### config.mk
export PLATFORM = sky130hd
export DESIGN_NAME = context_priority_arbiter_core
export DESIGN_NICKNAME = d
export VERILOG_FILES = /design/src/rtl/core/cpa_pkg.sv /design/src/rtl/core/cpa_ram.sv /design/src/rtl/core/cpa_scan.sv /design/src/rtl/core/context_priority_arbiter_core.sv
export SDC_FILE = /design/constraint.sdc
export NUM_CORES = 2
export LEC_CHECK = 0
export BUFFER_PORTS_ARGS = -buffer_cell sky130_fd_sc_hd__buf_2
export CORE_AREA = 3 3 412 414
export DETAILED_ROUTE_END_ITERATION = 10
export DIE_AREA = 0 0 415 417
export PLACE_DENSITY_LB_ADDON = 0.08
export SLEW_MARGIN = 15
export SYNTH_ARGS = -nofsm -noshare
export SYNTH_HDL_FRONTEND = slang
export SYNTH_SLANG_ARGS = --single-unit
### constraint.sdc
create_clock -name clk -period 6.7 [get_ports clk]
set_clock_uncertainty 0.05 [all_clocks]
set_input_delay 0.67 -clock clk [delete_from_list [all_inputs] [get_ports clk]]
set_output_delay 0.67 -clock clk [all_outputs]
set_load 0.005 [all_outputs]
### src/rtl/core/cpa_pkg.sv
// shared types, codes and helpers for the context priority arbiter
// no dependencies
package cpa_pkg;

  localparam int DEF_TABLE_DEPTH = 16;
  localparam int DEF_TIME_WIDTH  = 32;
  localparam int SEQ_W           = 32;
  localparam int IDX_W           = 8;

  localparam logic [3:0] KIND_PUBLISH        = 4'd0;
  localparam logic [3:0] KIND_DISMISS        = 4'd1;
  localparam logic [3:0] KIND_DISMISS_INST   = 4'd2;
  localparam logic [3:0] KIND_EXPIRE         = 4'd3;
  localparam logic [3:0] KIND_ACTIVATE       = 4'd4;
  localparam logic [3:0] KIND_DISMISS_ACTIVE = 4'd5;
  localparam logic [3:0] KIND_AVAILABLE      = 4'd6;
  localparam logic [3:0] KIND_FIND           = 4'd7;
  localparam logic [3:0] KIND_QUERY_ACTIVE   = 4'd8;

  localparam logic [1:0] STATUS_OK   = 2'd0;
  localparam logic [1:0] STATUS_NONE = 2'd1;
  localparam logic [1:0] STATUS_FULL = 2'd2;

  localparam logic CFG_IDX_COMPACT  = 1'b0;
  localparam logic CFG_IDX_EXPANDED = 1'b1;

  typedef enum logic [1:0] {
    ST_IDLE,
    ST_SCAN,
    ST_DRAIN,
    ST_COMMIT
  } state_t;

  typedef struct packed {
    logic       has_exp;
    logic       expanded;
    logic       compact;
    logic [7:0] prio;
    logic [7:0] ctx;
    logic [7:0] inst;
  } entry_t;

  localparam int ENTRY_W = $bits(entry_t);

  typedef struct packed {
    logic             hit;
    logic [IDX_W-1:0] idx;
    logic [SEQ_W-1:0] seq;
    entry_t           ent;
  } cand_t;

  typedef struct packed {
    logic [7:0] inst;
    logic [7:0] ctx;
    logic [7:0] fb_inst;
    logic       slot;
    logic       purge_en;
    logic       dinst_en;
    logic [7:0] act_inst;
    logic [7:0] act_ctx;
  } scan_req_t;

  typedef struct packed {
    cand_t match;
    cand_t free;
    cand_t act;
    cand_t best0;
    cand_t best1;
    cand_t best2;
  } scan_res_t;

  // higher priority wins, then newer sequence; equal keeps the earlier index
  function automatic logic cand_better(cand_t c, cand_t b);
    logic r;
    r = !b.hit || (c.ent.prio > b.ent.prio) ||
        ((c.ent.prio == b.ent.prio) && (c.seq > b.seq));
    return r;
  endfunction

endpackage

### src/rtl/core/cpa_ram.sv
// generic single write port ram with registered read
// no dependencies
module cpa_ram #(
  parameter int WIDTH = 8,
  parameter int DEPTH = 16
) (
  input  logic                     clk,
  input  logic                     we,
  input  logic [$clog2(DEPTH)-1:0] waddr,
  input  logic [WIDTH-1:0]         wdata,
  input  logic [$clog2(DEPTH)-1:0] raddr,
  output logic [WIDTH-1:0]         rdata
);

  logic [WIDTH-1:0] mem [DEPTH];

  always_ff @(posedge clk) begin
    if (we) begin
      mem[waddr] <= wdata;
    end
    rdata <= mem[raddr];
  end

endmodule

### src/rtl/core/cpa_scan.sv
// per-entry evaluation during a table sweep: purge test, key lookups,
// free slot and best-candidate tracking; uses cpa_pkg
module cpa_scan #(
  parameter int TIME_WIDTH = cpa_pkg::DEF_TIME_WIDTH
) (
  input  logic                      clk,
  input  logic                      rst,
  input  logic                      start,
  input  logic                      rd_valid,
  input  logic [cpa_pkg::IDX_W-1:0] rd_idx,
  input  logic                      entry_valid,
  input  cpa_pkg::entry_t           rd_ent,
  input  logic [TIME_WIDTH-1:0]     rd_expiry,
  input  logic [cpa_pkg::SEQ_W-1:0] rd_seq,
  input  cpa_pkg::scan_req_t        req,
  input  logic [TIME_WIDTH-1:0]     now_t,
  output logic                      kill,
  output cpa_pkg::scan_res_t        res
);
  import cpa_pkg::*;

  logic      expired;
  logic      live;
  logic      slot_ok;
  cand_t     cur;
  scan_res_t res_next;

  always_comb begin
    expired = req.purge_en && rd_ent.has_exp && (rd_expiry <= now_t);
    live    = entry_valid && !expired;
    slot_ok = req.slot ? rd_ent.expanded : rd_ent.compact;
    kill    = rd_valid && entry_valid &&
              (expired || (req.dinst_en && rd_ent.inst == req.inst));
    cur.hit = 1'b1;
    cur.idx = rd_idx;
    cur.seq = rd_seq;
    cur.ent = rd_ent;

    res_next = res;
    if (rd_valid) begin
      if (live && rd_ent.inst == req.inst && rd_ent.ctx == req.ctx && !res.match.hit) begin
        res_next.match = cur;
      end
      if (!live && !res.free.hit) begin
        res_next.free = cur;
      end
      if (live && rd_ent.inst == req.act_inst && rd_ent.ctx == req.act_ctx &&
          !res.act.hit) begin
        res_next.act = cur;
      end
      if (live && rd_ent.inst == req.inst && cand_better(cur, res.best0)) begin
        res_next.best0 = cur;
      end
      if (live && slot_ok && rd_ent.inst == req.fb_inst && cand_better(cur, res.best1)) begin
        res_next.best1 = cur;
      end
      if (live && slot_ok && rd_ent.inst != req.fb_inst && cand_better(cur, res.best2)) begin
        res_next.best2 = cur;
      end
    end
  end

  always_ff @(posedge clk) begin
    if (rst || start) begin
      res <= '0;
    end else begin
      res <= res_next;
    end
  end

endmodule

### src/rtl/core/context_priority_arbiter_core.sv
// context priority arbiter top: request registers, sweep sequencer, valid bits,
// activation state and result register; uses cpa_pkg, cpa_ram, cpa_scan
// an item is handled in order: a sweep of the entry ram, one entry per cycle through
// its one read port, then a drain state, then a commit (write-back) state; a new
// item is accepted only in the idle state after the previous commit; a result held
// by out_ready low stalls the write-back
// reset (synchronous, rst high): all entries invalid, activation cleared,
// sequence counter and default instances zero; no clearing pass is needed
module context_priority_arbiter_core #(
  parameter int TABLE_DEPTH = cpa_pkg::DEF_TABLE_DEPTH,
  parameter int TIME_WIDTH  = cpa_pkg::DEF_TIME_WIDTH
) (
  input  logic        clk,
  input  logic        rst,
  input  logic        cfg_we,
  input  logic        cfg_index,
  input  logic [7:0]  cfg_data,
  input  logic        in_valid,
  output logic        in_ready,
  input  logic [3:0]  kind,
  input  logic [7:0]  inst_id,
  input  logic [7:0]  ctx_id,
  input  logic [7:0]  priority_req,
  input  logic        has_compact,
  input  logic        has_expanded,
  input  logic        has_time_limit,
  input  logic [31:0] time_limit,
  input  logic [31:0] now,
  input  logic        slot,
  output logic        out_valid,
  input  logic        out_ready,
  output logic [1:0]  status,
  output logic [7:0]  found_instance,
  output logic [7:0]  found_context,
  output logic [7:0]  found_priority,
  output logic        found_compact,
  output logic        found_expanded
);
  import cpa_pkg::*;

  localparam int AW     = (TABLE_DEPTH > 1) ? $clog2(TABLE_DEPTH) : 1;
  localparam int WORD_W = ENTRY_W + TIME_WIDTH + SEQ_W;

  state_t state;
  state_t state_next;

  logic [7:0] cmp_fallback;
  logic [7:0] exp_fallback;

  logic [3:0]            kind_r;
  logic [7:0]            inst_r;
  logic [7:0]            ctx_r;
  logic [7:0]            prio_r;
  logic                  hc_r;
  logic                  he_r;
  logic                  ht_r;
  logic [TIME_WIDTH-1:0] tl_r;
  logic [TIME_WIDTH-1:0] now_r;
  logic                  slot_r;

  logic [SEQ_W-1:0]      seq_counter;
  logic                  act_valid;
  logic [15:0]           act_key;
  logic                  act_hd;
  logic [TIME_WIDTH-1:0] act_dl;

  logic [TABLE_DEPTH-1:0] valid;

  logic [AW:0]   scan_cnt;
  logic          issue;
  logic          scan_last;
  logic          rd_valid;
  logic [AW-1:0] rd_idx;

  logic              accept;
  logic              fire;
  logic [WORD_W-1:0] ram_rdata;
  logic [WORD_W-1:0] ram_wdata;
  logic              ram_we;
  logic              pub_we;
  logic [AW-1:0]     widx;

  scan_req_t sreq;
  scan_res_t sr;
  logic      kill;
  entry_t    rd_ent;
  entry_t    new_ent;

  logic   purge;
  logic   tl_expired;
  logic   act_alive;
  logic   act_contrib;
  cand_t  sel;
  logic   nx_act_valid;
  logic   act_load;
  logic   v_set;
  logic   v_clr;
  logic [AW-1:0] v_idx;
  logic [1:0] o_status;
  entry_t o_ent;

  // fsm: next state
  always_comb begin
    state_next = state;
    case (state)
      ST_IDLE:   if (in_valid) state_next = ST_SCAN;
      ST_SCAN:   if (scan_last) state_next = ST_DRAIN;
      ST_DRAIN:  state_next = ST_COMMIT;
      ST_COMMIT: if (!out_valid || out_ready) state_next = ST_IDLE;
      default:   state_next = ST_IDLE;
    endcase
  end

  // fsm: outputs
  always_comb begin
    in_ready  = 1'b0;
    issue     = 1'b0;
    fire      = 1'b0;
    case (state)
      ST_IDLE:   in_ready = 1'b1;
      ST_SCAN:   issue = 1'b1;
      ST_DRAIN:  ;
      ST_COMMIT: fire = !out_valid || out_ready;
      default:   ;
    endcase
  end

  assign accept    = in_valid && in_ready;
  assign scan_last = scan_cnt == (AW+1)'(TABLE_DEPTH - 1);

  always_ff @(posedge clk) begin
    if (rst) begin
      state    <= ST_IDLE;
      scan_cnt <= '0;
      rd_valid <= 1'b0;
    end else begin
      state    <= state_next;
      rd_valid <= issue;
      if (accept) begin
        scan_cnt <= '0;
      end else if (issue) begin
        scan_cnt <= scan_cnt + 1'b1;
      end
    end
  end

  always_ff @(posedge clk) begin
    rd_idx <= scan_cnt[AW-1:0];
  end

  always_ff @(posedge clk) begin
    if (rst) begin
      cmp_fallback <= '0;
      exp_fallback <= '0;
    end else if (cfg_we) begin
      if (cfg_index == CFG_IDX_COMPACT) cmp_fallback <= cfg_data;
      if (cfg_index == CFG_IDX_EXPANDED) exp_fallback <= cfg_data;
    end
  end

  always_ff @(posedge clk) begin
    if (accept) begin
      kind_r <= kind;
      inst_r <= inst_id;
      ctx_r  <= ctx_id;
      prio_r <= priority_req;
      hc_r   <= has_compact;
      he_r   <= has_expanded;
      ht_r   <= has_time_limit;
      tl_r   <= TIME_WIDTH'(time_limit);
      now_r  <= TIME_WIDTH'(now);
      // dismiss active always looks at the compact slot
      slot_r <= (kind == KIND_DISMISS_ACTIVE) ? 1'b0 : slot;
    end
  end

  always_comb begin
    purge = kind_r inside {KIND_EXPIRE, KIND_ACTIVATE, KIND_DISMISS_ACTIVE,
                           KIND_AVAILABLE, KIND_FIND, KIND_QUERY_ACTIVE};
    sreq.inst     = inst_r;
    sreq.ctx      = ctx_r;
    sreq.fb_inst  = slot_r ? exp_fallback : cmp_fallback;
    sreq.slot     = slot_r;
    sreq.purge_en = purge;
    sreq.dinst_en = kind_r == KIND_DISMISS_INST;
    sreq.act_inst = act_key[7:0];
    sreq.act_ctx  = act_key[15:8];
  end

  assign rd_ent = entry_t'(ram_rdata[ENTRY_W-1:0]);

  cpa_ram #(
    .WIDTH(WORD_W),
    .DEPTH(TABLE_DEPTH)
  ) u_ram (
    .clk  (clk),
    .we   (ram_we),
    .waddr(widx),
    .wdata(ram_wdata),
    .raddr(scan_cnt[AW-1:0]),
    .rdata(ram_rdata)
  );

  cpa_scan #(
    .TIME_WIDTH(TIME_WIDTH)
  ) u_scan (
    .clk        (clk),
    .rst        (rst),
    .start      (accept),
    .rd_valid   (rd_valid),
    .rd_idx     (IDX_W'(rd_idx)),
    .entry_valid(valid[rd_idx]),
    .rd_ent     (rd_ent),
    .rd_expiry  (ram_rdata[ENTRY_W +: TIME_WIDTH]),
    .rd_seq     (ram_rdata[ENTRY_W+TIME_WIDTH +: SEQ_W]),
    .req        (sreq),
    .now_t      (now_r),
    .kill       (kill),
    .res        (sr)
  );

  // commit decision once the sweep is complete
  always_comb begin
    tl_expired  = ht_r && (tl_r <= now_r);
    act_alive   = purge ? (act_valid && !(act_hd && act_dl <= now_r) && sr.act.hit)
                        : act_valid;
    act_contrib = slot_r ? sr.act.ent.expanded : sr.act.ent.compact;
    if (act_alive && act_contrib) begin
      sel = sr.act;
    end else if (sr.best2.hit) begin
      sel = sr.best2;
    end else begin
      sel = sr.best1;
    end

    nx_act_valid = act_valid;
    act_load     = 1'b0;
    pub_we       = 1'b0;
    v_set        = 1'b0;
    v_clr        = 1'b0;
    v_idx        = sr.match.idx[AW-1:0];
    widx         = sr.match.idx[AW-1:0];
    o_status     = STATUS_NONE;
    o_ent        = '0;

    new_ent.has_exp  = ht_r;
    new_ent.expanded = he_r;
    new_ent.compact  = hc_r;
    new_ent.prio     = prio_r;
    new_ent.ctx      = ctx_r;
    new_ent.inst     = inst_r;

    case (kind_r)
      KIND_PUBLISH: begin
        o_status = STATUS_OK;
        if (tl_expired) begin
          v_clr = sr.match.hit;
          if (act_key == {ctx_r, inst_r}) nx_act_valid = 1'b0;
        end else if (sr.match.hit || sr.free.hit) begin
          pub_we = 1'b1;
          v_set  = 1'b1;
          if (!sr.match.hit) begin
            widx  = sr.free.idx[AW-1:0];
            v_idx = sr.free.idx[AW-1:0];
          end
        end else begin
          o_status = STATUS_FULL;
        end
      end
      KIND_DISMISS: begin
        o_status = STATUS_OK;
        v_clr    = sr.match.hit;
        if (act_key == {ctx_r, inst_r}) nx_act_valid = 1'b0;
      end
      KIND_DISMISS_INST: begin
        o_status = STATUS_OK;
        if (act_key[7:0] == inst_r) nx_act_valid = 1'b0;
      end
      KIND_EXPIRE: begin
        o_status     = STATUS_OK;
        nx_act_valid = act_alive;
      end
      KIND_ACTIVATE: begin
        nx_act_valid = act_alive;
        if (sr.best0.hit) begin
          nx_act_valid = 1'b1;
          act_load     = 1'b1;
          o_status     = STATUS_OK;
          o_ent        = sr.best0.ent;
        end
      end
      KIND_DISMISS_ACTIVE: begin
        nx_act_valid = act_alive;
        if (sel.hit && sel.ent.ctx == ctx_r) begin
          o_status = STATUS_OK;
          o_ent    = sel.ent;
          v_clr    = 1'b1;
          v_idx    = sel.idx[AW-1:0];
          if (act_key == {sel.ent.ctx, sel.ent.inst}) nx_act_valid = 1'b0;
        end
      end
      KIND_AVAILABLE: begin
        nx_act_valid = act_alive;
        if (sr.best0.hit) begin
          o_status = STATUS_OK;
          o_ent    = sr.best0.ent;
        end
      end
      KIND_FIND: begin
        nx_act_valid = act_alive;
        if (sr.match.hit) begin
          o_status = STATUS_OK;
          o_ent    = sr.match.ent;
        end
      end
      KIND_QUERY_ACTIVE: begin
        nx_act_valid = act_alive;
        if (sel.hit) begin
          o_status = STATUS_OK;
          o_ent    = sel.ent;
        end
      end
      default: o_status = STATUS_NONE;
    endcase
  end

  assign ram_we    = fire && pub_we;
  assign ram_wdata = {seq_counter + 1'b1, tl_r, new_ent};

  always_ff @(posedge clk) begin
    if (rst) begin
      valid <= '0;
    end else begin
      if (kill) valid[rd_idx] <= 1'b0;
      if (fire && v_clr) valid[v_idx] <= 1'b0;
      if (fire && v_set) valid[v_idx] <= 1'b1;
    end
  end

  always_ff @(posedge clk) begin
    if (rst) begin
      seq_counter <= '0;
      act_valid   <= 1'b0;
      act_key     <= '0;
      act_hd      <= 1'b0;
      act_dl      <= '0;
    end else if (fire) begin
      act_valid <= nx_act_valid;
      if (pub_we) seq_counter <= seq_counter + 1'b1;
      if (act_load) begin
        act_key <= {sr.best0.ent.ctx, sr.best0.ent.inst};
        act_hd  <= ht_r;
        act_dl  <= ht_r ? tl_r : '0;
      end
    end
  end

  always_ff @(posedge clk) begin
    if (rst) begin
      out_valid <= 1'b0;
    end else if (fire) begin
      out_valid <= 1'b1;
    end else if (out_ready) begin
      out_valid <= 1'b0;
    end
  end

  always_ff @(posedge clk) begin
    if (fire) begin
      status         <= o_status;
      found_instance <= o_ent.inst;
      found_context  <= o_ent.ctx;
      found_priority <= o_ent.prio;
      found_compact  <= o_ent.compact;
      found_expanded <= o_ent.expanded;
    end
  end

  a_ram_we_commit: assert property (@(posedge clk) disable iff (rst)
    ram_we |-> state == ST_COMMIT)
    else $error("entry ram written outside commit");

  a_seq_on_publish: assert property (@(posedge clk) disable iff (rst)
    seq_counter != $past(seq_counter) |-> $past(ram_we))
    else $error("sequence counter moved without a stored publish");

  a_read_in_sweep: assert property (@(posedge clk) disable iff (rst)
    rd_valid |-> state == ST_SCAN || state == ST_DRAIN)
    else $error("read data returned outside the sweep");

  a_zero_fields: assert property (@(posedge clk) disable iff (rst)
    out_valid && status != STATUS_OK |->
      found_instance == 8'd0 && found_context == 8'd0 && found_priority == 8'd0)
    else $error("fields not cleared on a failed item");

endmodule

==> flow_summary.json <==
{
  "final_nets": 5579,
  "syn_area_per_cell_um2": 16.8,
  "die_h_um": 417,
  "pre_cts_slack_ns": 1.48,
  "max_slew.worst_pin.slew_ns": 1.21,
  "finalSetupTns_ns": 0,
  "antenna_left": 0,
  "first_iter_violations": 4239,
  "syn_inst": 4952,
  "maxSlewViolCount": 0,
  "fmax_ghz": 0.188,
  "io_buffers": 139,
  "multi_input_area_um2": 24600,
  "grt_max_degree": 97,
  "n_fill_cell": 12800,
  "worstPathArrival_ns": 5.71,
  "track_usage": 0.243,
  "syn-num-nets": 5285,
  "cts.sinks": 2050,
  "cts_tree": "built",
  "cts_root_buf": "clkbuf_16",
  "place_hpwl_mm": 123,
  "hold_path.class": "in2reg",
  "clk_pin_slew_worst_paths_ns": 0.06,
  "p_leak_nw": 32.2,
  "coreArea_um2": 167000,
  "setup_viol": 0,
  "ys_warn_count": 0,
  "end_kind": "register",
  "gr-total-overflow": 0,
  "ys_seq_area_frac": 0.685,
  "synthArstFlopShare": 0,
  "h-tree-depth": 4,
  "layout_setup_ws_ns": 1.37,
  "num_io_pins": 140,
  "place_congestion": 0.826,
  "synth.cell_area_um2": 83000,
  "power_mw": 30.6,
  "ir_drop_uv": 350,
  "drt_wl_total_mm": 209,
  "final_area_um2": 94600,
  "start_util": 0.498,
  "num_rows": 150,
  "vias": 44700,
  "die_w_um": 415,
  "hold_slack_ns": 0.0784,
  "drive_gt1_frac": 0.199,
  "synth_cell_type_count": 84,
  "rsz0062_at_grt": "false",
  "dr.pass1.iters": 5,
  "synth-edff-count": 1580,
  "post_dp_cell_area_um2": 86700,
  "syn2layout_area_growth_pct": 14.0,
  "clk_latency_ns": 0.82,
  "fin_crit_sh": 0.795,
  "cts-root-to-sink-buffers": 3,
  "drt-wirelength-per-cell_um": 27.4,
  "cts_inserted_buffers": 211,
  "antenna_found_initial": 15,
  "status": "finished clean",
  "dieArea_um2": 173000,
  "p_per_area_nw_per_um2": 324,
  "max-slew-margin-rel": 0.185,
  "required_ns": 7.08,
  "grt_pass1_wl_mm": 310,
  "drc": 0,
  "cts-resized-gates": 0,
  "vias_per_cell": 5.85,
  "cp_max_fo": 37,
  "hold_viol_final": 0,
  "synthFlopType": "edfxtp_1",
  "synth-seq-cells": 2050,
  "r2r_setup_slack_ns": 1.37,
  "startpoint_type": "register",
  "drv_cap": 0,
  "path_class": "reg2reg",
  "grt_pass1_vias": 45700,
  "regArea_um2": 56900,
  "min_period_ns": 5.33
}
## cell usage after synthesis (7+ instances only)
library cell / number / share of area
nor2_1: 248 / 0.011
nand4_1: 69 / 0.0052
o21ai_0: 82 / 0.0049
o21a_1: 30 / 0.0027
buf_2: 20 / 0.0012
nor3_1: 33 / 0.0020
o31ai_1: 7 / 0.00063
dfxtp_1: 470 / 0.11
edfxtp_1: 1580 / 0.57
clkbuf_1: 182 / 0.0082
a21o_1: 37 / 0.0033
a22o_1: 7 / 0.00074
o211ai_1: 11 / 0.0010
a211oi_1: 11 / 0.0010
a22oi_1: 27 / 0.0024
nand2_1: 339 / 0.015
buf_1: 45 / 0.0020
buf_6: 10 / 0.0014
xnor2_1: 60 / 0.0063
xor2_1: 90 / 0.0095
a21oi_1: 157 / 0.0095
nand2b_1: 13 / 0.00098
nor2b_1: 34 / 0.0026
ha_1: 223 / 0.034
and2_1: 10 / 0.00075
and3_1: 20 / 0.0015
nand3_1: 84 / 0.0051
mux2i_1: 291 / 0.035
mux4_2: 460 / 0.12
inv_1: 176 / 0.0080
nor4_1: 25 / 0.0019
## cell families after synthesis
| group | after synthesis | share of synthesized area |
|---|---|---|
| flip-flops | 2050 | 0.685 |
| multiplexers | 752 | 0.160 |
| XOR/XNOR | 150 | 0.0158 |
| AO/OA/AOI/OAI | 430 | 0.0339 |
| AND/OR/NAND/NOR | 911 | 0.0501 |
| adder cells (fa/ha/maj) | 223 | 0.0336 |
| buffers and inverters | 436 | 0.0210 |
## stage by stage
| stage | utilization | std cells |
|---|---|---|
| floorplan | - | 4952 |
| global placement | 0.520 | 7147 |
| finish | 0.568 | 7640 |
| detailed placement | 0.520 | 7149 |
| CTS | 0.567 | 7629 |
| global route | 0.567 | 7630 |
## layout by cell type (no fill, tap or decap), types with 56 or more instances in the layout
cell type | netlist | layout
inv_1 | 176 | 174
buf_2 | 20 | 139
edfxtp_1 | 1580 | 1580
nand3_1 | 84 | 84
o21ai_0 | 82 | 81
mux4_2 | 460 | 460
clkbuf_16 | 0 | 216
xnor2_1 | 60 | 57
buf_4 | 2 | 85
nand4_1 | 69 | 69
a21oi_1 | 157 | 157
nor2_1 | 248 | 232
dlygate4sd3_1 | 0 | 88
clkbuf_1 | 182 | 56
xor2_1 | 90 | 88
dfxtp_1 | 470 | 465
mux2i_1 | 291 | 291
ha_1 | 223 | 223
nand2_1 | 339 | 338
## per-layer routing
| layer | global-route usage | vias up | wire [µm] | part of all wire |
|---|---|---|---|---|
| met4 | 0.0600 | 4 | 4380 | 0.021 |
| met1 | 0.341 | 23300 | 90700 | 0.43 |
| met3 | 0.0581 | 286 | 15100 | 0.072 |
| met5 | 0 | - | 24 | 0.00011 |
| li1 | - | 19800 | - | - |
| met2 | 0.387 | 1346 | 98900 | 0.47 |
## power breakdown
group          switching, mW  internal, mW
Clock                   4.85          6.82
Sequential             0.739          14.3
Combinational           2.11          1.82
Total                   7.70          22.9
## path summary, 6_finish.rpt
kind	startpoint	end	cells past startpoint
setup / recovery	tl_r[11]	u_ram.mem[6][41]	13
hold / removal	time_limit[29]	tl_r[29]	1
setup reg to reg	tl_r[11]	u_ram.mem[6][41]	13
hold reg to reg	act_dl[8]	act_dl[8]	2
## state kept, by name, summed over array words and instances (netlist names), 16 cells and up
| register | flops |
|---|---|
| now_r | 32 |
| act_dl | 32 |
| act_key | 16 |
| u_ram.mem | 1456 |
| seq_counter | 32 |
| u_scan.res | 252 |
| u_ram.rdata | 91 |
| valid | 16 |
| tl_r | 32 |
## critical path, cell delays in order, from the launching register on
cell and delay [ns]:
edfxtp_1 0.63, ha_1 0.42, nand3_1 0.12, nor3_1 0.47, a311oi_1 0.29, a21o_1 0.24
a21boi_0 0.17, buf_4 0.23, nor2_1 0.11, nor3_2 0.25, buf_4 0.44, o21ai_0 0.55
nor2_4 0.28, buf_4 0.64
## layout make-up
type	count	share of cell area
flip-flops and latches	2050	0.601
multi-input cells	2466	0.260
clock buffers	281	0.0607
repair buffers	340	0.0293
well taps	2204	0.0292
clock inverters	111	0.0124
inverters	177	0.00713
diodes	11	0.000291
## what timing repair did
action,4_1_cts,5_1_grt
buffers inserted,0,0
hold buffers,88,0
hold endpoints to repair,88,0
No activity file was read; power rests on OpenSTA's default activity.
